**config.mk**
```make
export PLATFORM = sky130hd
export DESIGN_NAME = programmable_interrupt_controller_unit
export DESIGN_NICKNAME = d
export VERILOG_FILES = /design/src/rtl/core/pic_pkg.sv /design/src/rtl/core/programmable_interrupt_controller_unit.sv /design/src/rtl/core/pic_core.sv
export SDC_FILE = /design/constraint.sdc
export NUM_CORES = 1
export LEC_CHECK = 0
export ABC_AREA = 1
export BUFFER_PORTS_ARGS = -buffer_cell sky130_fd_sc_hd__buf_2
export CORE_MARGIN = 1
export CORE_UTILIZATION = 53
export DETAILED_ROUTE_END_ITERATION = 7
export GPL_TIMING_DRIVEN = 0
export PLACE_DENSITY = 0.73
export SETUP_SLACK_MARGIN = 0.5
export SLEW_MARGIN = 15
export SYNTH_ARGS = -nofsm -noshare
export SYNTH_HDL_FRONTEND = slang
export SYNTH_SLANG_ARGS = --single-unit
```
**constraint.sdc**
```tcl
create_clock -name clk_i -period 2.4 [get_ports clk_i]
set_input_delay 0 -clock clk_i [delete_from_list [all_inputs] [get_ports clk_i]]
set_output_delay 0 -clock clk_i [all_outputs]
set_load 0.05 [all_outputs]
```
**src/rtl/core/pic_pkg.sv**
```systemverilog
// Package for the programmable interrupt controller.
// Holds the action codes, command bit positions, init step states and the request and result types.
// No dependencies.
`default_nettype none

package pic_pkg;

  typedef enum logic [2:0] {
    ACT_WRITE = 3'd0,
    ACT_READ  = 3'd1,
    ACT_RAISE = 3'd2,
    ACT_LOWER = 3'd3,
    ACT_ACK   = 3'd4
  } action_e;

  // Initialization sequence after ICW1.
  typedef enum logic [2:0] {
    INIT_IDLE = 3'b001,
    INIT_ICW2 = 3'b010,
    INIT_ICW4 = 3'b100
  } init_step_e;

  // Bit positions in an even-port command byte.
  localparam int unsigned IcwOneBit   = 4;
  localparam int unsigned OcwThreeBit = 3;
  localparam int unsigned EoiBit      = 5;
  localparam int unsigned SpecificBit = 6;
  localparam int unsigned IcwFourBit  = 0;

  localparam logic [7:0] MaskResetVal = 8'hFF;

  typedef struct packed {
    logic [2:0] action;
    logic       port_odd;
    logic [7:0] write_data;
    logic [2:0] irq_line;
  } pic_req_t;

  typedef struct packed {
    logic [7:0] read_data;
    logic       vector_valid;
    logic [7:0] vector_number;
  } pic_res_t;

  // Index of the lowest set bit; zero when no bit is set.
  function automatic logic [2:0] lowest_index(input logic [7:0] bits);
    logic [2:0] idx;
    idx = 3'd0;
    for (int i = 7; i >= 0; i--) begin
      if (bits[i]) begin
        idx = 3'(i);
      end
    end
    return idx;
  endfunction

endpackage

`default_nettype wire

```
**src/rtl/core/programmable_interrupt_controller_unit.sv**
```systemverilog
// Throughput: one request per cycle while the output is not stalled; the register update
// and priority encode finish between the input register and the result register.
// Reset: asynchronous, active low; both stages empty, mask all ones, init step idle, other core state zero.
// Top level of the interrupt controller: input register, core and result register.
// Depends on pic_pkg and pic_core.
`default_nettype none

module programmable_interrupt_controller_unit
  import pic_pkg::*;
(
  input  wire logic       clk_i,
  input  wire logic       rst_ni,
  input  wire logic       in_valid_i,
  output logic            in_stall_o,
  input  wire logic [2:0] action_i,
  input  wire logic       port_odd_i,
  input  wire logic [7:0] write_data_i,
  input  wire logic [2:0] irq_line_i,
  output logic            out_valid_o,
  input  wire logic       out_stall_i,
  output logic [7:0]      read_data_o,
  output logic            vector_valid_o,
  output logic [7:0]      vector_number_o
);

  logic     in_valid_q;
  pic_req_t in_req_q;
  logic     out_valid_q;
  pic_res_t out_res_q;
  pic_res_t core_res;
  logic     advance;
  logic     in_take;

  // The held request moves on when the result register is empty or being drained.
  assign advance    = in_valid_q && (!out_valid_q || !out_stall_i);
  assign in_stall_o = in_valid_q && !advance;
  assign in_take    = in_valid_i && !in_stall_o;

  always_ff @(posedge clk_i or negedge rst_ni) begin
    if (!rst_ni) begin
      in_valid_q <= 1'b0;
    end else if (in_take) begin
      in_valid_q <= 1'b1;
    end else if (advance) begin
      in_valid_q <= 1'b0;
    end
  end

  always_ff @(posedge clk_i) begin
    if (in_take) begin
      in_req_q <= '{action: action_i, port_odd: port_odd_i,
                    write_data: write_data_i, irq_line: irq_line_i};
    end
  end

  pic_core u_core (
    .clk_i  (clk_i),
    .rst_ni (rst_ni),
    .en_i   (advance),
    .req_i  (in_req_q),
    .res_o  (core_res)
  );

  always_ff @(posedge clk_i or negedge rst_ni) begin
    if (!rst_ni) begin
      out_valid_q <= 1'b0;
    end else if (advance) begin
      out_valid_q <= 1'b1;
    end else if (!out_stall_i) begin
      out_valid_q <= 1'b0;
    end
  end

  always_ff @(posedge clk_i) begin
    if (advance) begin
      out_res_q <= core_res;
    end
  end

  assign out_valid_o     = out_valid_q;
  assign read_data_o     = out_res_q.read_data;
  assign vector_valid_o  = out_res_q.vector_valid;
  assign vector_number_o = out_res_q.vector_number;

endmodule

`default_nettype wire

```
**src/rtl/core/pic_core.sv**
```systemverilog
// Register file and update logic of the interrupt controller.
// Holds request, in-service and mask bytes, the init sequence and the vector base.
// Depends on pic_pkg.
`default_nettype none

module pic_core
  import pic_pkg::*;
(
  input  wire logic     clk_i,
  input  wire logic     rst_ni,
  input  wire logic     en_i,
  input  wire pic_req_t req_i,
  output pic_res_t      res_o
);

  logic [7:0] request_q, request_d;
  logic [7:0] service_q, service_d;
  logic [7:0] mask_q, mask_d;
  init_step_e init_q, init_d;
  logic       expect_icw4_q, expect_icw4_d;
  logic [4:0] vector_high_q, vector_high_d;

  logic [7:0] pend;
  logic [7:0] upto;
  logic [2:0] grant_idx;
  logic       grant;
  logic [7:0] line_bit;
  logic [7:0] d;

  assign d         = req_i.write_data;
  assign line_bit  = 8'h01 << req_i.irq_line;
  assign pend      = request_q & ~mask_q;
  // All bits up to and including the lowest pending line.
  assign upto      = pend ^ (pend - 8'd1);
  assign grant_idx = lowest_index(pend);
  assign grant     = (pend != 8'd0) && ((service_q & upto) == 8'd0);

  always_comb begin
    request_d     = request_q;
    service_d     = service_q;
    mask_d        = mask_q;
    init_d        = init_q;
    expect_icw4_d = expect_icw4_q;
    vector_high_d = vector_high_q;
    res_o         = '0;

    case (req_i.action)
      ACT_WRITE: begin
        if (req_i.port_odd) begin
          if (init_q == INIT_ICW2) begin
            vector_high_d = d[7:3];
            init_d        = expect_icw4_q ? INIT_ICW4 : INIT_IDLE;
          end else if (init_q != INIT_IDLE) begin
            init_d = INIT_IDLE;
          end else begin
            mask_d = d;
          end
        end else if (d[IcwOneBit]) begin
          init_d        = INIT_ICW2;
          expect_icw4_d = d[IcwFourBit];
          request_d     = 8'd0;
          service_d     = 8'd0;
          mask_d        = 8'd0;
        end else if (!d[OcwThreeBit] && d[EoiBit]) begin
          if (d[SpecificBit]) begin
            service_d = service_q & ~(8'h01 << d[2:0]);
          end else begin
            service_d = service_q & (service_q - 8'd1);
          end
        end
      end
      ACT_READ: begin
        res_o.read_data = req_i.port_odd ? mask_q : request_q;
      end
      ACT_RAISE: begin
        request_d = request_q | line_bit;
      end
      ACT_LOWER: begin
        request_d = request_q & ~line_bit;
      end
      ACT_ACK: begin
        if (grant) begin
          service_d           = service_q | (8'h01 << grant_idx);
          request_d           = request_q & ~(8'h01 << grant_idx);
          res_o.vector_valid  = 1'b1;
          res_o.vector_number = {vector_high_q, grant_idx};
        end
      end
      default: begin
      end
    endcase
  end

  always_ff @(posedge clk_i or negedge rst_ni) begin
    if (!rst_ni) begin
      request_q     <= 8'd0;
      service_q     <= 8'd0;
      mask_q        <= MaskResetVal;
      init_q        <= INIT_IDLE;
      expect_icw4_q <= 1'b0;
      vector_high_q <= 5'd0;
    end else if (en_i) begin
      request_q     <= request_d;
      service_q     <= service_d;
      mask_q        <= mask_d;
      init_q        <= init_d;
      expect_icw4_q <= expect_icw4_d;
      vector_high_q <= vector_high_d;
    end
  end

endmodule

`default_nettype wire

```
### After elaboration in Yosys (flattened, before gate mapping)

Cells that the tools add are included.
W data, S select, Z words.

| storage, ports and cells | value |
|---|---|
| memory bits (writable) | 0 |
| register bits | 67 |
| bits in latches | 0 |
| bits in read-only memories | 0 |
| memories kept | 0 |

| operators by class | value |
|---|---|
| divide/modulo/power cells | 0 |
| bitwise gates (word level) | 14 |
| $lt $le $gt $ge | 0 |
| add/subtract/negate cells | 2 |
| equality and inequality tests | 14 |
| shift-type cells | 3 |
| mux-type cells | 32 |
| $mul | 0 |
| reduce and logical (&&, ||, !) cells | 25 |

Operators with widths:

| cell | count |
|---|---|
| $mux W8 | 12 |
| $and A8 B8 Y8 | 6 |
| $mux W3 | 13 |
| $not A8 Y8 | 4 |
| $pmux W8 S4 | 1 |
| $shl A1 B3 Y8 const A | 3 |
| $or A8 B8 Y8 | 2 |
| $pmux W8 S2 | 1 |
| $sub A8 B1 Y8 const B | 2 |
| $reduce_and A5 Y1 | 3 |
| $reduce_and A4 Y1 | 3 |
| $eq A3 B2 Y1 const B | 3 |
| $mux W9 | 1 |
| $logic_not A8 Y1 | 1 |
| $ne A2 B2 Y1 const B | 4 |
| $reduce_bool A8 Y1 | 1 |
| $xor A8 B8 Y8 | 1 |
| $ne A3 B1 Y1 const B | 2 |
| $reduce_bool A2 Y1 | 3 |
| $logic_and A1 B1 Y1 | 5 |
| $logic_not A1 Y1 | 5 |
| $mux W1 | 4 |
| $ne A2 B1 Y1 const B | 2 |
| $reduce_bool A4 Y1 | 1 |
| other kinds (7) | 7 |

### Longest topological paths before layout

| logic depth | value |
|---|---|
| depth in word-level cells | 15 |
| depth in mapped cells | 15 |
| mapped depth without buffers | 14 |

### By module

From an unflattened synthesis, not the netlist that was laid out.

| unflattened totals | value |
|---|---|
| cell total of the unflattened synthesis | 397 |
| area, all modules | 3398.3 um2 |

By module, submodules not included:

| module | cells each | instances | area each (um2) |
|---|---|---|---|
| pic_core | 353 | 1 | 2342.2 |
| programmable_interrupt_controller_unit | 44 | 1 | 1056.0 |

### Least setup slack after synthesis

Ideal clock, no wire load.

| path | value |
|---|---|
| path kind | reg2reg |
| start | register out_valid_q (netlist: out_valid_o) |
| end | register u_core.request_q[1] |
| setup slack | 0.116 ns |
| period minus slack after synthesis | 2.284 ns |
| cell stages (with the launch flop) | 12 |
| library setup time | 0.117 ns |
| arrival time | 2.167 ns |
| required time | 2.283 ns |
| cells stage by stage | dfrtp_1 > nand2_1 > inv_1 > nor2_2 > inv_1 > nor3_1 > nand3_4 > inv_2 > buf_6 > nand2_1 > nand2_1 > nand2_1 |

| between the ends | value |
|---|---|
| cells in the longest elaborated chain, start to end | 4 |

RTL lines:

| item | RTL line | RTL |
|---|---|---|
| from (decl) | programmable_interrupt_controller_unit.sv:28 | `logic out_valid_q;` |
| from (signal assigned) | programmable_interrupt_controller_unit.sv:66 | `out_valid_q <= 1'b0;` |
| from (signal assigned) | programmable_interrupt_controller_unit.sv:68 | `out_valid_q <= 1'b1;` |
| from (signal assigned) | programmable_interrupt_controller_unit.sv:70 | `out_valid_q <= 1'b0;` |
| $logic_not A1 Y1 | programmable_interrupt_controller_unit.sv:35 | `assign advance = in_valid_q && (!out_valid_q \|\| !out_stall_i);` |
| $logic_or A1 B1 Y1 | programmable_interrupt_controller_unit.sv:35 |  |
| $logic_and A1 B1 Y1 | programmable_interrupt_controller_unit.sv:35 |  |
| named net advance | programmable_interrupt_controller_unit.sv:31 | `logic advance;` |
| $reduce_and A5 Y1 (no line) | n/a |  |
| to (signal assigned) | pic_core.sv:103 | `request_q <= request_d;` |
| to (decl) | pic_core.sv:16 | `logic [7:0] request_q, request_d;` |

The timed path passes the listed nets, and every way through them passes these cells.
A chain may end at the register's enable or synchronous reset.

### Worst setup path after layout

| path | value |
|---|---|
| start | register u_core.mask_q[0] |
| end | register u_core.request_q[2] |

| between the ends | value |
|---|---|
| cells in the longest elaborated chain, start to end | 9 |
| elaborated cells on any way between the ends | 16 |
| classes of those cells | add/sub (1); eq/ne (1); shift (1); mux (3); bitwise (6); reduce/logical (4) |

RTL lines:

| item | RTL line | RTL |
|---|---|---|
| from (decl) | pic_core.sv:18 | `logic [7:0] mask_q, mask_d;` |
| from (signal assigned) | pic_core.sv:98 | `mask_q <= MaskResetVal;` |
| from (signal assigned) | pic_core.sv:105 | `mask_q <= mask_d;` |
| $not A8 Y8 (*) | pic_core.sv:32 | `assign pend = request_q & ~mask_q;` |
| $and A8 B8 Y8 (*) | pic_core.sv:32 |  |
| $sub A8 B1 Y8 | pic_core.sv:34 | `assign upto = pend ^ (pend - 8'd1);` |
| $xor A8 B8 Y8 | pic_core.sv:34 |  |
| $and A8 B8 Y8 | pic_core.sv:36 | `assign grant = (pend != 8'd0) && ((service_q & upto) == 8'd0);` |
| $logic_not A8 Y1 | pic_core.sv:36 |  |
| $logic_and A1 B1 Y1 | pic_core.sv:36 |  |
| $ne A2 B1 Y1 (no line) | n/a |  |
| $reduce_and A5 Y1 (no line) | n/a |  |

Every way passes the cells marked *; elsewhere a longest branch is shown, timed or not. The select of a mux whose other input is x is not followed.

==> out/results.txt <==
IO buf count - 37
Area grow syn2layout - 22.24%
Placement Cell Area - 3766 µm²
Ant diodes - 0
GRT Residual Overflow - 0
Internal - 2.035 mW
I/O pins - 38
Fmax - 540.3 MHz
Period minus WS final - 1.851 ns
Max-cap violations - 0
Hold Vio Cnt, Final - 0
Clock share of power - 0.309
Largest net degree at the start of global routing - 36
Fin cells - 567
Reg2reg end - u_core.request_q[2]$_DFFE_PN0P_
Die Wd - 82.74 µm
Min Hold Slack - 0.2789 ns
DR vias - 3082
Worst rel slew slack - 0.4530
First-pass GRT wire length - 13.87 mm
Root buf cell - clkbuf_8
HP Class - in2async
Nets@finish - 505
Post-Syn Instances - 413
Period utilization - 0.7712
Max clock buf depth - 2
H-tree Lvls - 3
Sequential share of the synthesized area - 0.5350
Fill cells - 542
Max FO, Critical Path - 10
Slew Limit Fails - 0
Post-DP HPWL - 5.964 mm
RSZ-0062 raised after global routing - yes
Logic pwr share - 0.216
LEAKAGE - 1.857 nW
Setup TNS - 0 ns
Initial Util - 0.5472
Residual DRC count - 0
Global-route usage over all layers - 0.2799
Final setup viols - 0
VDD IR max - 0.0004033 V
Dpl cells - 527
Core Box Area - 6314 µm²
WL/cell - 14.85 µm
Final wirelength - 8.421 mm
Layout cells sized above 1 - 0.2224
Worst Reg2Reg Path Length in Cells - 12
Arrival time at the worst endpoint - 2.10 ns
Worst setup path class - reg2reg
Least-Margin Pin Slew - 0.8205 ns
Post-route ant nets - 0
Vias in the first global route - 2870
Synth cell types - 37
Yosys warnings - 0
Setup crit start kind - flip-flop
Switch share - 0.3224
Synth Register Bits - 67
Fin area - 4223 µm²
Place WS - 0.3150 ns
1st-iter DRT viols - 278
Setup slack, reg-to-reg - 0.55 ns
Sink Count - 67
NetSw - 0.9680 mW
Vias/cell - 5.436
Synthesized area per cell - 8.365 µm²
TritonCTS clock tree - yes
Drt first pass iters - 6
Pwr dens - 711.0 nW/µm²
Row cnt - 29
Core Util, Final - 0.6688
Die height - 82.74 µm
Outcome - finished, final reports clean
PnR worst setup slack - 0.5491 ns
Synthesized net count - 433
Worst-path clk slew - 0.08 ns
GPL Wtd Cong - 0.9507
Worst Setup End Kind - flip-flop
Flop pwr share - 0.475
Clock Latency Late Sink - 0.35 ns
Initial antenna violation count - 0
Final Power - 3.003 mW
Syn Std Cell Area - 3455 µm²
FF-to-FF Start - u_core.mask_q[0]$_DFFE_PN1P_
Number of CTS-inserted buffers - 9
Die area - 6845 µm²
Clk_skew - 0.01275 ns
Required time worst endpoint - 2.64 ns
## cells in the final DEF, fill, tap and decap left out, types with 6 or more instances in the layout
master         count
dfrtp_1           23
edfxtp_1          32
o22ai_1            7
clkbuf_8           9
buf_2             39
nand2_2           12
dfstp_2            9
nand4_1           12
nor3_1            10
o21ai_0           24
inv_2              8
a21oi_1           14
inv_1             53
dlygate4sd3_1     19
nand3_1           18
nand2_1          105
nor2_1            38
o211ai_1           6
## routing by layer
layer | vias to the layer above | routed length [µm] | track usage
li1 | 1519 | - | -
met1 | 1412 | 3766 | 0.3769
met2 | 122 | 3870 | 0.4238
met3 | 29 | 485 | 0.06264
met4 | 0 | 299 | 0.1397
met5 | - | 0 | 0
## logic make-up after synthesis
logic type / count (synthesis) / share of synthesized area
AO/OA/AOI/OAI: 68 / 0.1177
adder cells (fa/ha/maj): 1 / 0.003621
buffers and inverters: 67 / 0.07570
flip-flops: 67 / 0.5350
AND/OR/NAND/NOR: 210 / 0.2680
## synthesized netlist by cell type (all sizes together)
| cell type | number | area (µm²) |
|---|---|---|
| o21ai | 27 | 138.9 |
| o21bai | 1 | 7.510 |
| nor3 | 12 | 60.06 |
| dfrtp | 26 | 650.6 |
| a211oi | 1 | 7.510 |
| a2111oi | 1 | 10.01 |
| o31ai | 3 | 22.52 |
| o211ai | 6 | 45.04 |
| nor2 | 45 | 183.9 |
| a31oi | 2 | 12.51 |
| inv | 61 | 229.0 |
| ha | 1 | 12.51 |
| dfstp | 9 | 236.5 |
| nand3 | 20 | 125.1 |
| o31a | 2 | 17.52 |
| and2 | 1 | 6.260 |
| o22ai | 7 | 43.79 |
| a21oi | 16 | 83.83 |
| nand4 | 12 | 75.07 |
| or2 | 1 | 6.260 |
| edfxtp | 32 | 960.9 |
| buf | 4 | 25.02 |
| nand2 | 118 | 462.9 |
| a221oi | 2 | 17.52 |
| clkbuf | 2 | 7.510 |
| nor4 | 1 | 6.260 |
## worst max-delay path: stages, from the launching register on
cell and delay [ns]:
dfstp_2 0.54, inv_1 0.06, nand2_2 0.11, nand2_2 0.11
nor3_1 0.23, nor2_1 0.08, nand2_2 0.11, nand2_4 0.08
nand3_4 0.10, inv_2 0.07, buf_6 0.13, nand3_1 0.07
nand2_1 0.05
## state kept, by name (all words and copies together), names as in the netlist
| register | cells |
|---|---|
| vector_number_o | 8 |
| u_core.mask_q | 8 |
| u_core.service_q | 8 |
| read_data_o | 8 |
| in_req_q | 15 |
| u_core.vector_high_q | 5 |
| u_core.expect_icw4_q | 1 |
| u_core.request_q | 8 |
| u_core.init_q | 3 |
| out_valid_o | 1 |
| vector_valid_o | 1 |
| in_valid_q | 1 |
## layout make-up
cell class,count,area (µm²),share of cell area
timing repair buffer,61,412.9,0.09778
tap,77,96.34,0.02281
inverter,61,229.0,0.05422
buffer,6,32.53,0.007704
clock buffer,10,127.6,0.03022
sequential,67,1852,0.4385
clock inverter,6,65.06,0.01541
multi-input combinational,279,1408,0.3333
## power by group through the flow
| stage | Clock [mW] | Combinational [mW] | Sequential [mW] |
|---|---|---|---|
| 2_1_floorplan | 0 | 0.347 | 1.53 |
| 3_3_place_gp | 0 | 0.573 | 1.44 |
| 3_5_place_dp | 0 | 0.587 | 1.45 |
| 4_1_cts | 0.937 | 0.619 | 1.42 |
| 5_1_grt | 0.985 | 0.720 | 1.44 |
| 6_report | 0.929 | 0.648 | 1.43 |
## worst max path at each step
stage,end,depth (start not counted),start
floorplan,u_core.request_q[1]$_DFFE_PN0P_,11,out_valid_o$_DFFE_PN0P_
global placement,vector_number_o[2]$_SDFFCE_PN0P_,6,in_req_q[12]$_DFFE_PP_
detailed placement,u_core.mask_q[1]$_DFFE_PN1P_,8,out_valid_o$_DFFE_PN0P_
CTS,u_core.mask_q[1]$_DFFE_PN1P_,8,in_req_q[12]$_DFFE_PP_
global route,u_core.request_q[2]$_DFFE_PN0P_,12,u_core.mask_q[0]$_DFFE_PN1P_
finish,u_core.request_q[2]$_DFFE_PN0P_,12,u_core.mask_q[0]$_DFFE_PN1P_
## timing repair
action	in CTS	in global routing
setup endpoints to repair	31	27
hold buffers	19	0
endpoints found under the hold margin	43	0
setup buffers	2	3
resized for setup	0	13
gates cloned	0	0
pin swaps	2	1
(Power assumes the default switching activity.)
